[src/hw/rtl/psqe_pkg.sv]
// Package for the particle set query engine: widths, request codes, command/status types.
// No dependencies.
package psqe_pkg;
  localparam int MAX_PARTICLES_DEF = 1024;
  localparam int COORD_BITS_DEF    = 16;
  localparam int DENS_BITS = 16;
  localparam int HW_BITS   = 15;
  localparam int IDX_BITS  = 10;
  localparam int CNT_BITS  = 11;
  localparam int DIST_BITS = 34;
  localparam int SUM_BITS  = DENS_BITS + CNT_BITS;

  localparam logic [1:0] REQ_CLEAR = 2'd0;
  localparam logic [1:0] REQ_LOAD  = 2'd1;
  localparam logic [1:0] REQ_QUERY = 2'd2;

  typedef struct packed {
    logic clear;      // reset count and extremes
    logic load;       // append captured particle
    logic capture;    // capture the request item
    logic scan_start; // reset accumulators and scan pointer
    logic scan_step;  // issue one store read
    logic div_start;  // start mean divide
    logic div_step;   // one quotient bit
    logic out_load;   // latch result
  } psqe_cmd_t;

  typedef struct packed {
    logic empty;
    logic scan_last;  // last read issued
    logic div_done;
    logic pipe_idle;  // read pipeline drained
  } psqe_sts_t;
endpackage

[src/hw/rtl/psqe_ctrl.sv]
// Controller state machine: sequences clear, load, scan, divide and result handoff.
// Depends on psqe_pkg.
module psqe_ctrl
  import psqe_pkg::*;
(
  input  logic clk,
  input  logic rst,
  input  logic req_valid,
  input  logic [1:0] req_type,
  input  logic res_ready,
  output logic res_valid,
  input  psqe_sts_t sts,
  output psqe_cmd_t cmd
);
  localparam logic [2:0] S_IDLE = 3'd0;
  localparam logic [2:0] S_LOAD = 3'd1;
  localparam logic [2:0] S_SCAN = 3'd2;
  localparam logic [2:0] S_DRAIN = 3'd3;
  localparam logic [2:0] S_DIV = 3'd4;
  localparam logic [2:0] S_OUT = 3'd5;

  logic [2:0] state, state_next;
  logic accept;

  assign accept = (state == S_IDLE) && req_valid;

  always_comb begin
    cmd = '0;
    state_next = state;
    res_valid = (state == S_OUT);
    case (state)
      S_IDLE: begin
        cmd.capture = 1'b1;
        if (req_valid) begin
          case (req_type)
            REQ_CLEAR: cmd.clear = 1'b1;
            REQ_LOAD:  state_next = S_LOAD;
            REQ_QUERY: begin
              cmd.scan_start = 1'b1;
              state_next = S_SCAN;
            end
            default: ;
          endcase
        end
      end
      S_LOAD: begin
        cmd.load = 1'b1;
        state_next = S_IDLE;
      end
      S_SCAN: begin
        if (sts.empty) begin
          cmd.out_load = 1'b1;
          state_next = S_OUT;
        end else begin
          cmd.scan_step = 1'b1;
          if (sts.scan_last) state_next = S_DRAIN;
        end
      end
      S_DRAIN: begin
        if (sts.pipe_idle) begin
          cmd.div_start = 1'b1;
          state_next = S_DIV;
        end
      end
      S_DIV: begin
        cmd.div_step = 1'b1;
        if (sts.div_done) begin
          cmd.out_load = 1'b1;
          state_next = S_OUT;
        end
      end
      S_OUT: if (res_ready) state_next = S_IDLE;
      default: state_next = S_IDLE;
    endcase
  end

  always_ff @(posedge clk) begin
    if (rst) state <= S_IDLE;
    else state <= state_next;
  end

  assert property (@(posedge clk) disable iff (rst) (res_valid && !res_ready) |=> res_valid)
    else $error("result dropped");
  assert property (@(posedge clk) disable iff (rst) accept |-> !res_valid)
    else $error("accept while result pending");
  assert property (@(posedge clk) disable iff (rst) $onehot0({cmd.load, cmd.scan_step,
    cmd.div_step, cmd.clear})) else $error("overlapping commands");
endmodule

[config.mk]
export PLATFORM = sky130hd
export DESIGN_NAME = psqe_ctrl
export DESIGN_NICKNAME = d
export VERILOG_FILES = /design/src/hw/rtl/psqe_pkg.sv /design/src/hw/rtl/psqe_ctrl.sv
export SDC_FILE = /design/constraint.sdc
export NUM_CORES = 1
export LEC_CHECK = 0
export BUFFER_PORTS_ARGS = -buffer_cell sky130_fd_sc_hd__buf_2
export CAP_MARGIN = 20
export CORE_AREA = 10 10 47 49
export DETAILED_ROUTE_END_ITERATION = 8
export DIE_AREA = 0 0 57 59
export MAX_ROUTING_LAYER = met4
export PLACE_DENSITY = 0.57
export SLEW_MARGIN = 10
export SYNTH_ARGS = -nofsm -noshare
export SYNTH_HDL_FRONTEND = slang
export SYNTH_SLANG_ARGS = --single-unit
[constraint.sdc]
create_clock -name clk -period 1.2 [get_ports clk]
set_input_delay 0.06 -clock clk [delete_from_list [all_inputs] [get_ports clk]]
set_output_delay 0.06 -clock clk [all_outputs]
set_load 0.005 [all_outputs]
Word level (Yosys, flattened, before mapping)
Cells that the tools add are included.
{"block": "totals", "ff_bits": 3, "inputBits": 10, "out_inout_bits": 9, "word_cells": 40}
{"block": "op_classes", "n_eq_ne": 13, "mux": 23, "reduce_logical": 3}
{"operator": "$mux W3", "count": 6}
{"operator": "$pmux W3 S5", "count": 1}
{"operator": "$mux W1", "count": 13}
{"operator": "$ne A2 B2 Y1 const B", "count": 4}
{"operator": "$eq A3 B2 Y1 const B", "count": 2}
{"operator": "$eq A3 B3 Y1 const B", "count": 2}
{"operator": "$pmux W3 S2", "count": 1}
{"operator": "$reduce_and A6 Y1", "count": 1}
{"operator": "$eq A3 B1 Y1 const B", "count": 1}
{"operator": "$logic_not A3 Y1", "count": 1}
{"operator": "$ne A3 B1 Y1 const B", "count": 1}
{"operator": "$ne A3 B3 Y1 const B", "count": 1}
{"operator": "$eq A2 B1 Y1 const B", "count": 1}
{"operator": "$eq A2 B2 Y1 const B", "count": 1}
{"operator": "$logic_not A2 Y1", "count": 1}
{"operator": "$mux W2", "count": 1}
{"operator": "$pmux W1 S2", "count": 1}

Longest topological paths before layout
Gate-level depths: netlist of run 1.
{"block": "logic_depth", "word_depth": 4, "ltp_mapped": 5, "ltp_nobuf": 4}

Worst setup path before layout of run 1
OpenSTA, ideal clock, no wires.
{"block": "synth_path", "kind": "register -> register", "from": "register state[1]", "to": "register state[1]", "setup_ns": 0.117, "t_arrival_ns": 1.015, "required_time_ns": 1.083, "setup_slack_ns": 0.068, "stages_incl_launch_ff": 6, "n_path_buf": 1, "period_less_slack_ns": 1.132, "cell_sequence": "dfxtp_1 buf_6 nor3b_2 o21ai_2 nand2_1 a32o_2"}
{"block": "synth_between", "elab_chain_cells": 3, "word_cells_on_any_way": 13, "cone_classes": "eq/ne: 10; mux: 1; reduce/logical: 2"}
{"element": "from (decl)", "line_no": "psqe_ctrl.sv:22", "rtl": "logic [2:0] state, state_next;"}
{"element": "from (signal assigned)", "line_no": "psqe_ctrl.sv:79", "rtl": "else state <= state_next;"}
{"element": "$eq A3 B2 Y1, or another cell as far along", "line_no": "psqe_ctrl.sv:31", "rtl": "case (state)"}
{"element": "$ne A3 B3 Y1 (no source line), or another cell as far along"}
{"element": "$reduce_and A6 Y1 (no source line)"}
Several ways; a longest one is shown, not always the timed one.
A chain may end at the register's enable or synchronous reset.

==> impl_metrics.ini, run 1 <==
[sta]
hold_viol = 0
maxSlewHeadroom = 0.834
setup_viol = 4
drv_slew = 0
grt_setup_unrepaired = true
finClkSkew_ps = 2.62
setup_slack_ps = -80.6
setup-tns-final_ps = -214
fin_crit_ps = 1280
tightest_slew_ps = 248
max_freq_ghz = 0.781
post-route-period-util = 1.07

[run_status]
run_status = complete, but fails checks
violations = negative setup slack

[floorplan]
num_io_pins = 19
chipHeight_um = 59
die_w_um = 57
rows = 14
die_area_mm2 = 0.00336
initial_core_util = 0.262
design.core.area_mm2 = 0.00140

[global_routing]
grt_pass1_vias = 494
grt_overflow_total = 0
grt_first_pass_wirelength_um = 1970
track_usage = 0.0703
grt_max_degree = 12
antenna_found_initial = 0

[power]
power_frac_comb = 0.464
swShare = 0.334
peakVddDrop_mv = 0.755
clockPowerShare = 0.295
switching_power_uw = 194
p_leak_nw = 0.340
power.internal_uw = 387
power.total_uw = 581
powerDensity_mw_per_mm2 = 852
p_seq_frac = 0.240

[placement]
gp_congestion = 0.819
dpl_cell_area_um2 = 514
port_buffers = 18
hpwlAfterDp_um = 939
place.detailed.instances = 89

[logic_synthesis]
netlist_instances = 49
ys_types = 23
syn_area_um2 = 367
synth_warnings = 0
synth_nets = 59
seq_area_frac_synth = 0.164
avgSynthCellArea_um2 = 7.48
ys_ff_latch = 3

[cts]
numCtsBuffers = 3
clk_pin_slew_ps = 40
cts_tree = yes
cts.sink_count = 3
insertion_delay_ps = 230
clockRootBuffer = clkbuf_4
cts_htree_levels = 1
hold_buffers = 0
cts_buffer_depth = 2

[layout]
largest_register = state
top_regs = state x3
largest_register_ffs = 3
area_growth_pct = 86.0
instances_no_fill = 99
layout-drive-gt1-share = 0.651
design_area_um2 = 682
fin_nets = 94
post-route-util = 0.487
num_antenna_cells = 0

[route]
viasPerCell = 4.79
vias = 474
routed_wl_um = 1350
ant_nets = 0
drt_iter0_markers = 3
post_drt_wl_per_cell_um = 13.6
drc = 0
dr.pass1.iters = 3

[worst_setup_path]
cp.arrival_ps = 1220
cp-end-kind = output port
r2r_cells = 5
cp_data_required_time_ps = 1140
setup.worst_path.start_class = flop
crit_fanout = 4
timing_worst_setup_path_type = flop to output port

[flow_run]
drv_cap = 0

[min_path]
min_path_type = input pin to flop
whs_path_depth = 2
## synth_stat cells
cell / number / area, µm²
a32o_2: 1 / 11.3
nand2b_1: 2 / 12.5
nand2_1: 5 / 18.8
o32a_2: 1 / 11.3
buf_4: 1 / 7.51
o21ai_2: 2 / 17.5
nor3b_2: 1 / 12.5
a211o_1: 1 / 8.76
a21oi_1: 4 / 20.0
nand2b_2: 1 / 8.76
xnor2_1: 1 / 8.76
and4bb_2: 1 / 12.5
nor3_1: 4 / 20.0
nand2b_4: 1 / 13.8
nor2_1: 8 / 30.0
inv_1: 3 / 11.3
and4b_1: 1 / 10.0
a2bb2oi_1: 2 / 17.5
dfxtp_1: 3 / 60.1
nor3b_1: 2 / 15.0
mux2i_1: 1 / 10.0
buf_6: 2 / 22.5
and2_1: 1 / 6.26
## final cells by class
| type | count | area, µm² |
|---|---|---|
| Fill cell | 141 | 719 |
| Multi-Input combinational cell | 40 | 325 |
| Timing Repair Buffer | 33 | 230 |
| Sequential cell | 3 | 68.8 |
| Clock buffer | 4 | 26.3 |
| Tap cell | 16 | 20.0 |
| Inverter | 3 | 11.3 |
## logic make-up after synthesis
logic type | share of synthesized area
AND/OR/NAND/NOR | 0.437
buffers and inverters | 0.113
multiplexers | 0.0273
XOR/XNOR | 0.0239
flip-flops | 0.164
AO/OA/AOI/OAI | 0.236
## metal layers
| metal | routed length (µm) | track usage | part of all wire | vias up |
|---|---|---|---|---|
| met3 | 79 | 0.0322 | 0.059 | 0 |
| met4 | 0 | 0.0168 | 0 | 0 |
| met1 | 479 | 0.0609 | 0.36 | 225 |
| met5 | 0 | - | 0 | - |
| li1 | - | - | - | 239 |
| met2 | 790 | 0.135 | 0.59 | 10 |
## power by group through the flow
stage                     logic (mW)  registers [mW]  clock network [mW]
final                          0.270           0.140               0.172
after global routing           0.299           0.141               0.193
after CTS                      0.246           0.137               0.183
after detailed placement       0.209           0.138                   0
after global placement         0.205           0.137                   0
after floorplan                0.136           0.122                   0
## worst max-delay path, stage by stage (launching register included)
cell      delay (ps)
dfxtp_4          350
buf_12           130
nor3_4           180
and4bb_2         230
buf_2            110
## metrics by stage
stage	setup WS, ps	hold WS (ps)
after floorplan	67.9	132
after global placement	4.91	277
after detailed placement	-30.1	276
after global routing	-143	29.9
final	-80.6	29.7
after CTS	-88.1	19.0
## worst paths after layout
kind                  from  endpoint  slack, ps
setup reg to reg  state[1]  state[1]         10
hold reg to reg   state[0]  state[0]        570
hold / removal         rst  state[2]         30
setup / recovery  state[2]    cmd[7]        -80
## cells in the final DEF, fill, tap and decap left out, drive strengths merged
cell	count
buf	33
nor2	8
nand2	5
a21oi	4
clkbuf	4
nand2b	4
nor3	4
inv	3
nor3b	3
dfxtp	3
o21ai	2
a2bb2oi	2
and4b	1
and2	1
and4bb	1
a211o	1
xnor2	1
o32a	1
mux2i	1
a32o	1
## timing repair
action | 4_1_cts | 5_1_grt
resized for setup | 12 | 8
buffers inserted | 4 | 2
pin swaps | 4 | 7
endpoints found under the setup margin | 10 | 9
Power figures use the tool's default switching activity.
==> inputs of run 2 (changes only) <==
Settings changed: CELL_PAD_IN_SITES_DETAIL_PLACEMENT from default to 0, CELL_PAD_IN_SITES_GLOBAL_PLACEMENT from default to 1, CORE_AREA 10 10 47 49 to default, CORE_MARGIN from default to 10, CORE_UTILIZATION from default to 25, CTS_CLUSTER_DIAMETER from default to 50, DIE_AREA 0 0 57 59 to default, PLACE_DENSITY 0.57 to 0.71.
==> impl_metrics.ini, run 2 (same netlist as run 1, synthesis figures left out) <==
[cts]
cts_tree = yes
clockRootBuffer = clkbuf_4
insertion_delay_ps = 240
cts_htree_levels = 1
cts.sink_count = 3
numCtsBuffers = 3
cts_buffer_depth = 2
hold_buffers = 0
clk_pin_slew_ps = 30

[sta]
hold_viol = 0
setup_slack_ps = -124
maxSlewHeadroom = 0.842
tightest_slew_ps = 236
fin_crit_ps = 1320
post-route-period-util = 1.10
grt_setup_unrepaired = true
finClkSkew_ps = 5.67
setup_viol = 6
max_freq_ghz = 0.755
drv_slew = 0
setup-tns-final_ps = -472

[floorplan]
die_area_mm2 = 0.00340
num_io_pins = 19
die_w_um = 58.3
design.core.area_mm2 = 0.00133
initial_core_util = 0.275
rows = 13
chipHeight_um = 58.3

[route]
viasPerCell = 4.93
drc = 0
drt_iter0_markers = 15
met2_wirelength_um = 703
top_layer_used = met4
dr.pass1.iters = 4
post_drt_wl_per_cell_um = 14.0
route.met3.wl_um = 118
ant_nets = 0
wl_met1_um = 479
vias = 473
routed_wl_um = 1340

[power]
powerDensity_mw_per_mm2 = 892
p_leak_nw = 0.323
peakVddDrop_mv = 0.459
power.total_uw = 600

[placement]
port_buffers = 18
dpl_cell_area_um2 = 490
hpwlAfterDp_um = 902
gp_congestion = 0.813
post-place-ws_ps = -50.7

[worst_setup_path]
cp-end-kind = output port
cp_cell_sequence = buf_6 > nor3_4 > and4bb_2 > buf_2
timing_worst_setup_path_type = flop to output port
max_stage_delay_ps = 360
cp.arrival_ps = 1260
crit_fanout = 5
cp_data_required_time_ps = 1140
slowest_stage = dfxtp_4
setup.worst_path.start_class = flop

[global_routing]
grt_overflow_total = 0
grt_max_degree = 11
track_usage = 0.0845
grt_pass1_vias = 505
grt_first_pass_wirelength_um = 2180
antenna_found_initial = 0

[layout]
design_area_um2 = 672
num-fill-cells = 125
area_growth_pct = 83.3
multi_input_area_um2 = 338
final_cell_mix = buf_2, buf_4, nor2_1, nand2_1, buf_6
layout-drive-gt1-share = 0.654
fin_nets = 92
largest_register_ffs = 3
num_antenna_cells = 0
post-route-util = 0.504
top_regs = state x3
seq_area_um2 = 71.3
largest_register = state
layout_commonest_cell = buf_2

[flow_run]
drv_cap = 0

[min_path]
min_path_type = input pin to flop

[run_status]
violations = negative setup slack
run_status = complete, but fails checks
[run 2: worst paths after layout]
path | to | slack [ps] | from | depth (start not counted)
setup / recovery | cmd[7] | -120 | state[2] | 4
setup reg to reg | state[0] | -90 | state[1] | 5
hold reg to reg | state[0] | 670 | state[0] | 3
hold / removal | state[2] | 30 | rst | 2
[run 2: layer usage]
| layer | global-route usage | vias up |
|---|---|---|
| met3 | 0.0365 | 4 |
| met1 | 0.0704 | 212 |
| li1 | - | 239 |
| met4 | 0.0772 | 0 |
| met2 | 0.140 | 18 |
| met5 | - | - |
[run 2: timing repair]
action / in CTS / in global routing
setup endpoints to repair: 9 / 10
setup buffers: 5 / 2
hold endpoints to repair: 0 / 0
pin swaps: 5 / 2
gates resized for setup: 15 / 10
[run 2: stage by stage]
stage / hold WS, ps / std cells
3_5_place_dp: 271 / 85
4_1_cts: 16.7 / 94
6_report: 28.0 / 96
3_3_place_gp: 275 / 85
2_1_floorplan: 132 / 49
5_1_grt: 20.5 / 96
[run 2: critical path, delay by kind of cell, from the launching register on]
| kind | cells | cell delay [ps] |
|---|---|---|
| flops | 1 | 360 |
| buf+inv | 2 | 240 |
| simple gates | 2 | 420 |
[run 2: final cells by class]
| type | instances | share of cell area |
|---|---|---|
| clock buffers | 4 | 0.0391 |
| multi-input cells | 40 | 0.503 |
| well taps | 15 | 0.0279 |
| inverters | 3 | 0.0168 |
| repair buffers | 31 | 0.307 |
| flip-flops and latches | 3 | 0.106 |
[run 2: report_power, final]
part	total (mW)	switching [mW]	internal (mW)	leakage, nW
registers	0.132	0.0208	0.112	0.0267
clock network	0.185	0.0595	0.125	0.0150
logic	0.283	0.133	0.150	0.281
total	0.600	0.213	0.386	0.323
